$ cat src/rtl/sra_pkg.sv
`default_nettype none
// ----------------------------------------------------------------------------
// Stale-reclaim slot allocator package
// Shared types and constants for the controller and the datapath.
// ----------------------------------------------------------------------------
package sra_pkg;

    localparam int unsigned FUNC_W     = 1;
    localparam int unsigned SLOT_W     = 4;
    localparam int unsigned TIME_W     = 32;
    localparam int unsigned MASK_W     = 16;

    localparam logic [TIME_W-1:0] TIMEOUT_RESET = 32'd15000;

    localparam logic [FUNC_W-1:0] FUNC_ALLOC = 1'b0;
    localparam logic [FUNC_W-1:0] FUNC_FREE  = 1'b1;

    typedef enum logic [1:0] {
        ST_IDLE = 2'b01,
        ST_SCAN = 2'b10
    } state_t;

    typedef struct packed {
        logic load;
        logic commit;
    } cmd_t;

endpackage
`default_nettype wire

$ cat src/rtl/sra_ctrl.sv
`default_nettype none
// ----------------------------------------------------------------------------
// Stale-reclaim slot allocator controller
// Sequences one request at a time through capture and commit, and owns the
// input stall and the valid flag of the result register.
// ----------------------------------------------------------------------------
module sra_ctrl (
    input  wire logic        clk,
    input  wire logic        rst_n,
    input  wire logic        in_valid,
    output logic             in_stall,
    output logic             out_valid,
    input  wire logic        out_stall,
    output sra_pkg::cmd_t    cmd
);
    import sra_pkg::*;

    state_t state_reg;
    state_t state_next;
    logic   out_valid_reg;
    logic   out_valid_next;
    logic   out_free;

    assign out_free  = !out_valid_reg || !out_stall;
    assign in_stall  = (state_reg != ST_IDLE);
    assign out_valid = out_valid_reg;

    always_comb
    begin
        state_next     = state_reg;
        cmd.load       = 1'b0;
        cmd.commit     = 1'b0;
        case (state_reg)
            ST_IDLE:
            begin
                if (in_valid)
                begin
                    cmd.load   = 1'b1;
                    state_next = ST_SCAN;
                end
            end
            ST_SCAN:
            begin
                if (out_free)
                begin
                    cmd.commit = 1'b1;
                    state_next = ST_IDLE;
                end
            end
            default:
            begin
                state_next = ST_IDLE;
            end
        endcase
    end

    always_comb
    begin
        out_valid_next = out_valid_reg;
        if (cmd.commit)
        begin
            out_valid_next = 1'b1;
        end
        else if (out_valid_reg && !out_stall)
        begin
            out_valid_next = 1'b0;
        end
    end

    always_ff @(posedge clk or negedge rst_n)
    begin
        if (!rst_n)
        begin
            state_reg     <= ST_IDLE;
            out_valid_reg <= 1'b0;
        end
        else
        begin
            state_reg     <= state_next;
            out_valid_reg <= out_valid_next;
        end
    end

    a_load_then_scan: assert property (@(posedge clk) disable iff (!rst_n)
        cmd.load |=> (state_reg == ST_SCAN))
        else $error("Accepted beat did not move the controller to the scan step.");

    a_rise_after_commit: assert property (@(posedge clk) disable iff (!rst_n)
        $rose(out_valid_reg) |-> $past(cmd.commit))
        else $error("Result became valid without a commit.");

    a_no_overwrite: assert property (@(posedge clk) disable iff (!rst_n)
        cmd.commit |-> (!out_valid_reg || !out_stall))
        else $error("Commit would overwrite a result still waiting.");

endmodule
`default_nettype wire

$ cat src/rtl/sra_datapath.sv
`default_nettype none
// ----------------------------------------------------------------------------
// Stale-reclaim slot allocator datapath
// Holds the in-use map, the allocation stamps and the timeout. Ages are
// compared against every stamp when a request is captured; the commit step
// priority-encodes the first free or stale slot and updates the map.
// ----------------------------------------------------------------------------
module sra_datapath #(
    parameter int SLOTS = 16
) (
    input  wire logic                          clk,
    input  wire logic                          rst_n,
    input  wire sra_pkg::cmd_t                 cmd,
    input  wire logic                          cfg_wr_en,
    input  wire logic [sra_pkg::TIME_W-1:0]    cfg_wr_data,
    input  wire logic [sra_pkg::FUNC_W-1:0]    func,
    input  wire logic [sra_pkg::SLOT_W-1:0]    slot,
    input  wire logic [sra_pkg::TIME_W-1:0]    now_time,
    output logic                               granted,
    output logic [sra_pkg::SLOT_W-1:0]         slot_index,
    output logic [sra_pkg::MASK_W-1:0]         reclaimed_mask
);
    import sra_pkg::*;

    localparam int IDX_W = (SLOTS > 1) ? $clog2(SLOTS) : 1;

    logic [TIME_W-1:0] timeout_reg;
    logic [SLOTS-1:0]  in_use_reg;
    logic [SLOTS-1:0]  in_use_next;
    logic [TIME_W-1:0] stamp_reg [SLOTS];
    logic [SLOTS-1:0]  stale_reg;
    logic [SLOTS-1:0]  stale_next;
    logic [FUNC_W-1:0] func_reg;
    logic [SLOT_W-1:0] slot_reg;
    logic [TIME_W-1:0] now_reg;

    logic              granted_reg;
    logic              granted_next;
    logic [SLOT_W-1:0] slot_index_reg;
    logic [SLOT_W-1:0] slot_index_next;
    logic [MASK_W-1:0] reclaimed_reg;
    logic [MASK_W-1:0] reclaimed_next;

    logic [SLOTS-1:0]  cand;
    logic              found;
    logic [IDX_W-1:0]  idx;
    logic [SLOTS-1:0]  idx_onehot;
    logic              do_grant;
    logic              free_in_range;

    always_comb
    begin
        for (int i = 0; i < SLOTS; i++)
        begin
            stale_next[i] = (now_time - stamp_reg[i]) > timeout_reg;
        end
    end

    always_comb
    begin
        found = 1'b0;
        idx   = '0;
        cand  = ~in_use_reg | stale_reg;
        for (int i = SLOTS - 1; i >= 0; i--)
        begin
            if (cand[i])
            begin
                found = 1'b1;
                idx   = IDX_W'(i);
            end
        end
    end

    assign do_grant      = (func_reg == FUNC_ALLOC) && found;
    assign free_in_range = (32'(slot_reg) < SLOTS);

    always_comb
    begin
        for (int i = 0; i < SLOTS; i++)
        begin
            idx_onehot[i] = (idx == IDX_W'(i));
        end
    end

    always_comb
    begin
        in_use_next     = in_use_reg;
        granted_next    = 1'b0;
        slot_index_next = '0;
        reclaimed_next  = '0;
        if (func_reg == FUNC_FREE)
        begin
            for (int i = 0; i < SLOTS; i++)
            begin
                if (free_in_range && (32'(slot_reg) == i))
                begin
                    in_use_next[i] = 1'b0;
                end
            end
        end
        else if (do_grant)
        begin
            in_use_next     = in_use_reg | idx_onehot;
            granted_next    = 1'b1;
            slot_index_next = SLOT_W'(idx);
            reclaimed_next  = MASK_W'(idx_onehot & in_use_reg);
        end
    end

    always_ff @(posedge clk or negedge rst_n)
    begin
        if (!rst_n)
        begin
            timeout_reg <= TIMEOUT_RESET;
            in_use_reg  <= '0;
        end
        else
        begin
            if (cfg_wr_en)
            begin
                timeout_reg <= cfg_wr_data;
            end
            if (cmd.commit)
            begin
                in_use_reg <= in_use_next;
            end
        end
    end

    always_ff @(posedge clk)
    begin
        if (cmd.load)
        begin
            func_reg  <= func;
            slot_reg  <= slot;
            now_reg   <= now_time;
            stale_reg <= stale_next;
        end
        if (cmd.commit)
        begin
            granted_reg    <= granted_next;
            slot_index_reg <= slot_index_next;
            reclaimed_reg  <= reclaimed_next;
        end
        for (int i = 0; i < SLOTS; i++)
        begin
            if (cmd.commit && do_grant && idx_onehot[i])
            begin
                stamp_reg[i] <= now_reg;
            end
        end
    end

    assign granted        = granted_reg;
    assign slot_index     = slot_index_reg;
    assign reclaimed_mask = reclaimed_reg;

endmodule
`default_nettype wire

$ cat src/rtl/stale_reclaim_slot_allocator.sv
`default_nettype none
// ----------------------------------------------------------------------------
// Stale-reclaim slot allocator
// Each request has a capture step, which registers the age compare of the
// request time against every slot's stamp, and a commit step, which waits
// until the result register is free, priority-encodes the first free or stale
// slot for an alloc (a free clears the named slot), updates the map and loads
// the result register. A new request is stalled until the previous one commits.
// The result register lets a new request enter while the previous result
// still waits. Stamps need no clearing after reset; one is read only for a
// slot that is in use. The timeout may be written only while the block is idle.
// ----------------------------------------------------------------------------
module stale_reclaim_slot_allocator #(
    parameter int SLOTS = 16
) (
    input  wire logic                          clk,
    input  wire logic                          rst_n,
    input  wire logic                          cfg_wr_en,
    input  wire logic [sra_pkg::TIME_W-1:0]    cfg_wr_data,
    input  wire logic                          in_valid,
    output logic                               in_stall,
    input  wire logic [sra_pkg::FUNC_W-1:0]    func,
    input  wire logic [sra_pkg::SLOT_W-1:0]    slot,
    input  wire logic [sra_pkg::TIME_W-1:0]    now_time,
    output logic                               out_valid,
    input  wire logic                          out_stall,
    output logic                               granted,
    output logic [sra_pkg::SLOT_W-1:0]         slot_index,
    output logic [sra_pkg::MASK_W-1:0]         reclaimed_mask
);
    import sra_pkg::*;

    cmd_t cmd;

    sra_ctrl u_ctrl (
        .clk       (clk),
        .rst_n     (rst_n),
        .in_valid  (in_valid),
        .in_stall  (in_stall),
        .out_valid (out_valid),
        .out_stall (out_stall),
        .cmd       (cmd)
    );

    sra_datapath #(
        .SLOTS (SLOTS)
    ) u_datapath (
        .clk            (clk),
        .rst_n          (rst_n),
        .cmd            (cmd),
        .cfg_wr_en      (cfg_wr_en),
        .cfg_wr_data    (cfg_wr_data),
        .func           (func),
        .slot           (slot),
        .now_time       (now_time),
        .granted        (granted),
        .slot_index     (slot_index),
        .reclaimed_mask (reclaimed_mask)
    );

endmodule
`default_nettype wire
$ cat config.mk
export PLATFORM = sky130hd
export DESIGN_NAME = stale_reclaim_slot_allocator
export DESIGN_NICKNAME = d
export VERILOG_FILES = /design/src/rtl/sra_pkg.sv /design/src/rtl/sra_ctrl.sv /design/src/rtl/sra_datapath.sv /design/src/rtl/stale_reclaim_slot_allocator.sv
export SDC_FILE = /design/constraint.sdc
export NUM_CORES = 2
export LEC_CHECK = 0
export ABC_AREA = 0
export BUFFER_PORTS_ARGS = -buffer_cell sky130_fd_sc_hd__buf_4
export CAP_MARGIN = 20
export CORE_MARGIN = 5
export CORE_UTILIZATION = 55
export DETAILED_ROUTE_END_ITERATION = 10
export GPL_TIMING_DRIVEN = 0
export PLACE_DENSITY = 0.74
export SYNTH_ARGS = -nofsm -noshare
export SYNTH_HDL_FRONTEND = slang
export SYNTH_SLANG_ARGS = --single-unit
$ cat constraint.sdc
create_clock -name clk -period 4.7 [get_ports clk]
set_clock_uncertainty 0.05 [all_clocks]
set_input_delay 0.235 -clock clk [delete_from_list [all_inputs] [get_ports clk]]
set_output_delay 0.235 -clock clk [all_outputs]
set_load 0.01 [all_outputs]
==> flow_summary.yaml <==
logic_synthesis:
  post_synthesis_cell_type_count: 77
  synth_async_sr_flop_share: 0.0801
  synthFlopType: "sky130_fd_sc_hd__edfxtp_1"
  synth-edff-count: 586
  yosysWarningCount: 0
  avgSynthCellArea_um2: 9.57
  seq_area_frac_synth: 0.339
  synth.ff_latch_count: 637
  netlist_area_um2: 55700
  syn_inst: 5821
  syn-num-nets: 6919
worst_setup_path:
  cp.required_ns: 5.00
  setup.worst_path.start_class: "flop"
  timing.critical_path.fanout_max: 3
  r2r.worst_path.cells: 24
  r2r_setup_slack_ns: -0.26
  crit-reg2reg-capture: "u_datapath.stale_reg[0]"
  endpoint: "u_datapath.stale_reg[0]"
  critical_path_class: "flop to flop"
  critPathLaunch: "u_datapath.stamp_reg[0][0]"
  worstPathArrival_ns: 5.26
  reg2reg_from: "u_datapath.stamp_reg[0][0]"
  timing.critical_path.to_type: "flop"
power_and_ir_drop:
  power_per_cell_area_nw_per_um2: 269
  static-leakage-power_nw: 29.1
  ir_worst_vdd_mv: 0.292
layout:
  register_area_um2: 18900
  num-fill-cells: 7678
  synthesis_to_layout_area_growth_pct: 19.0
  multi_input_comb_area_um2: 36700
  layout-drive-gt1-share: 0.133
  antenna_cells: 0
  fin_nets: 7376
  fin_util: 0.661
  largest_register_ffs: 512
clock_tree:
  clock_latency_ns: 0.67
  worst_setup_hold_path_clk_slew_ns: 0.06
  cts.sink_count: 637
  htreeDepth: 3
  max-clock-path-buffers: 3
  clock_tree.root_cell: "sky130_fd_sc_hd__clkbuf_16"
  cts_made_buffers: 75
  cts_tree: "done"
placed_design:
  placement.setup.worst_slack_ns: -2.28
  dpl.hpwl_mm: 122
  globalplace.congestion: 0.954
  numPortBuffers: 95
sta:
  layout_setup_ws_ns: -0.263
  hold_viol: 0
  tightest_slew_ns: 1.20
  clock.fmax_mhz: 201
  maxSlewHeadroom: 0.199
  setup_viol_count_final: 6
  final_slew_violations: 0
  final.period_utilization: 1.06
  grt_setup_unrepaired: "true"
  period_needed_ns: 4.96
global_route:
  grt_first_pass_wirelength_mm: 255
  grt_start_max_net_pins: 52
  globalRouteTotalUtil: 0.307
  grt_antenna_before_repair: 4
  via_count_of_the_first_global_routing_pass: 46300
  grt-ovfl-total: 0
floorplanning:
  floorplan.core_area_um2: 100000
  fp.dieH_um: 328
  die-area_um2: 108000
  initial_core_util: 0.555
  top_level_ports: 97
  die_width_um: 328
  row_count: 116
routing:
  finalWirelength_mm: 173
  vias: 47500
  ant_nets: 0
  detail_route.drc_violations: 0
  drt_via_density: 6.17
  drtIter0Drc: 3967
  wire_per_inst_um: 22.5
  firstDrtPassIters: 5
min_path:
  holdCritPathClass: "input pin to flop"
job:
  max_cap_viol_count: 0
status:
  violations: "setup timing"
  result_of_the_run: "finished, violations left"
==> cells in the mapped netlist, drive strengths merged, types with 12 or more instances <==
master / n / area [um^2]
a21boi: 14 / 105
and2: 27 / 169
a31oi: 49 / 307
a21o: 236 / 1770
o41ai: 13 / 114
o211ai: 22 / 165
o31a: 15 / 131
nor2b: 140 / 876
o21bai: 65 / 488
dfrtp: 43 / 1080
or2: 28 / 175
o31ai: 25 / 193
nor3: 99 / 495
and3: 32 / 200
a211o: 12 / 105
nor4: 25 / 156
a211oi: 55 / 418
edfxtp: 586 / 17600
a21oi: 485 / 2430
clkbuf: 21 / 78.8
nand2: 252 / 946
xnor2: 332 / 2910
o21ai: 344 / 1720
nand4: 143 / 895
ha: 1008 / 12600
nor2: 368 / 1380
a2111oi: 14 / 141
xor2: 110 / 963
nand3: 93 / 465
o21a: 186 / 1400
fa: 16 / 320
nand2b: 107 / 669
or3: 21 / 131
inv: 678 / 2540
==> layout by cell type (no fill, tap or decap), types with 46 or more instances in the layout <==
cell                            Yosys  final
sky130_fd_sc_hd__buf_4              0    259
sky130_fd_sc_hd__ha_1            1008    968
sky130_fd_sc_hd__nor3_1            99     81
sky130_fd_sc_hd__nand2b_1         107    106
sky130_fd_sc_hd__a21oi_2            1     70
sky130_fd_sc_hd__nand3_1           93     92
sky130_fd_sc_hd__xor2_1           110    110
sky130_fd_sc_hd__dlygate4sd3_1      0     71
sky130_fd_sc_hd__xnor2_1          332    330
sky130_fd_sc_hd__o21a_1           186    182
sky130_fd_sc_hd__o21ai_1            4     46
sky130_fd_sc_hd__a21o_1           236    236
sky130_fd_sc_hd__o21ai_0          340    262
sky130_fd_sc_hd__nand2_1          252    248
sky130_fd_sc_hd__nor2b_1          140    127
sky130_fd_sc_hd__nand4_1          143    143
sky130_fd_sc_hd__clkbuf_16          0     79
sky130_fd_sc_hd__nor2_1           368    347
sky130_fd_sc_hd__edfxtp_1         586    586
sky130_fd_sc_hd__o21bai_1          65     64
sky130_fd_sc_hd__a21oi_1          484    404
sky130_fd_sc_hd__inv_1            678    664
==> worst min path at each step <==
stage                     cells past startpoint                         end         from  slack [ns]
after floorplan                               0            u_ctrl.out_valid        rst_n       -0.11
after global placement                        1  u_datapath.timeout_reg[26]        rst_n        0.31
after detailed placement                      1  u_datapath.timeout_reg[27]        rst_n        0.31
after CTS                                     1       u_datapath.now_reg[1]  now_time[1]        0.12
after global routing                          1       u_datapath.now_reg[1]  now_time[1]        0.16
final                                         1       u_datapath.now_reg[1]  now_time[1]        0.14
==> power breakdown <==
group / leakage (nW) / switching [mW] / internal, mW
registers: 5.93 / 0.219 / 6.35
logic: 21.9 / 2.95 / 2.23
clock network: 1.22 / 2.51 / 3.57
==> layer usage <==
metal / share of wire / vias up / routed length, um / track usage
li1: - / 22300 / - / -
met1: 0.39 / 22800 / 67900 / 0.385
met5: 0 / - / 0 / 0
met4: 0.055 / 0 / 9540 / 0.153
met2: 0.47 / 1911 / 81400 / 0.520
met3: 0.084 / 472 / 14600 / 0.0431
==> cell families after synthesis <==
group	count (synthesis)	synth area share
buffers and inverters	700	0.0472
and+or+nand+nor	1366	0.123
DFF	637	0.339
muxes	2	0.000404
xor gates and xnor gates	442	0.0695
AOI/OAI and AO/OA	1650	0.189
adders and majority gates	1024	0.232
==> metrics by stage <==
stage	setup TNS (ns)	cells	total power [mW]	instance area [um^2]	hold WS [ns]
2_1_floorplan	0	5821	9.62	55700	-0.111
4_1_cts	-1.01	7611	17.5	64300	0.125
6_report	-0.974	7696	17.8	66300	0.137
5_1_grt	-2.81	7696	18.6	66300	0.163
3_3_place_gp	-465.73	7273	10.9	58100	0.314
3_5_place_dp	-24.34	7315	11.1	59100	0.310
==> timing repair <==
action,CTS,global route
pin swaps,130,258
endpoints found under the hold margin,114,0
endpoints found under the setup margin,16,16
buffers inserted,89,75
hold buffers,71,0
resized for setup,286,258
==> critical path, cell delays in order (launching register included) <==
cell and delay [ns]:
sky130_fd_sc_hd__edfxtp_1 0.33, sky130_fd_sc_hd__ha_2 0.18, sky130_fd_sc_hd__inv_2 0.04, sky130_fd_sc_hd__fa_2 0.34, sky130_fd_sc_hd__a211o_1 0.33, sky130_fd_sc_hd__a2111oi_4 0.40, sky130_fd_sc_hd__o31ai_4 0.14, sky130_fd_sc_hd__a22oi_2 0.35
sky130_fd_sc_hd__a211oi_2 0.15, sky130_fd_sc_hd__o31ai_2 0.31, sky130_fd_sc_hd__a21boi_2 0.12, sky130_fd_sc_hd__nor2_1 0.11, sky130_fd_sc_hd__nor2_1 0.04, sky130_fd_sc_hd__nor2_1 0.13, sky130_fd_sc_hd__xnor2_1 0.15, sky130_fd_sc_hd__ha_1 0.27
sky130_fd_sc_hd__nor2b_4 0.13, sky130_fd_sc_hd__o21ai_1 0.14, sky130_fd_sc_hd__nand2b_1 0.08, sky130_fd_sc_hd__a21oi_2 0.12, sky130_fd_sc_hd__nor2b_1 0.05, sky130_fd_sc_hd__o21ai_1 0.12, sky130_fd_sc_hd__nand2b_1 0.08, sky130_fd_sc_hd__a221oi_2 0.36
sky130_fd_sc_hd__a31oi_1 0.12
==> cell type report <==
type                            count  area share
Multi-Input combinational cell   4484       0.554
Sequential cell                   637       0.285
Timing Repair Buffer              384      0.0578
Inverter                          678      0.0385
Clock buffer                      104      0.0323
Tap cell                         1357      0.0256
Clock inverter                     34     0.00561
Buffer                             18     0.00104
Power figures use the tool's default switching activity.
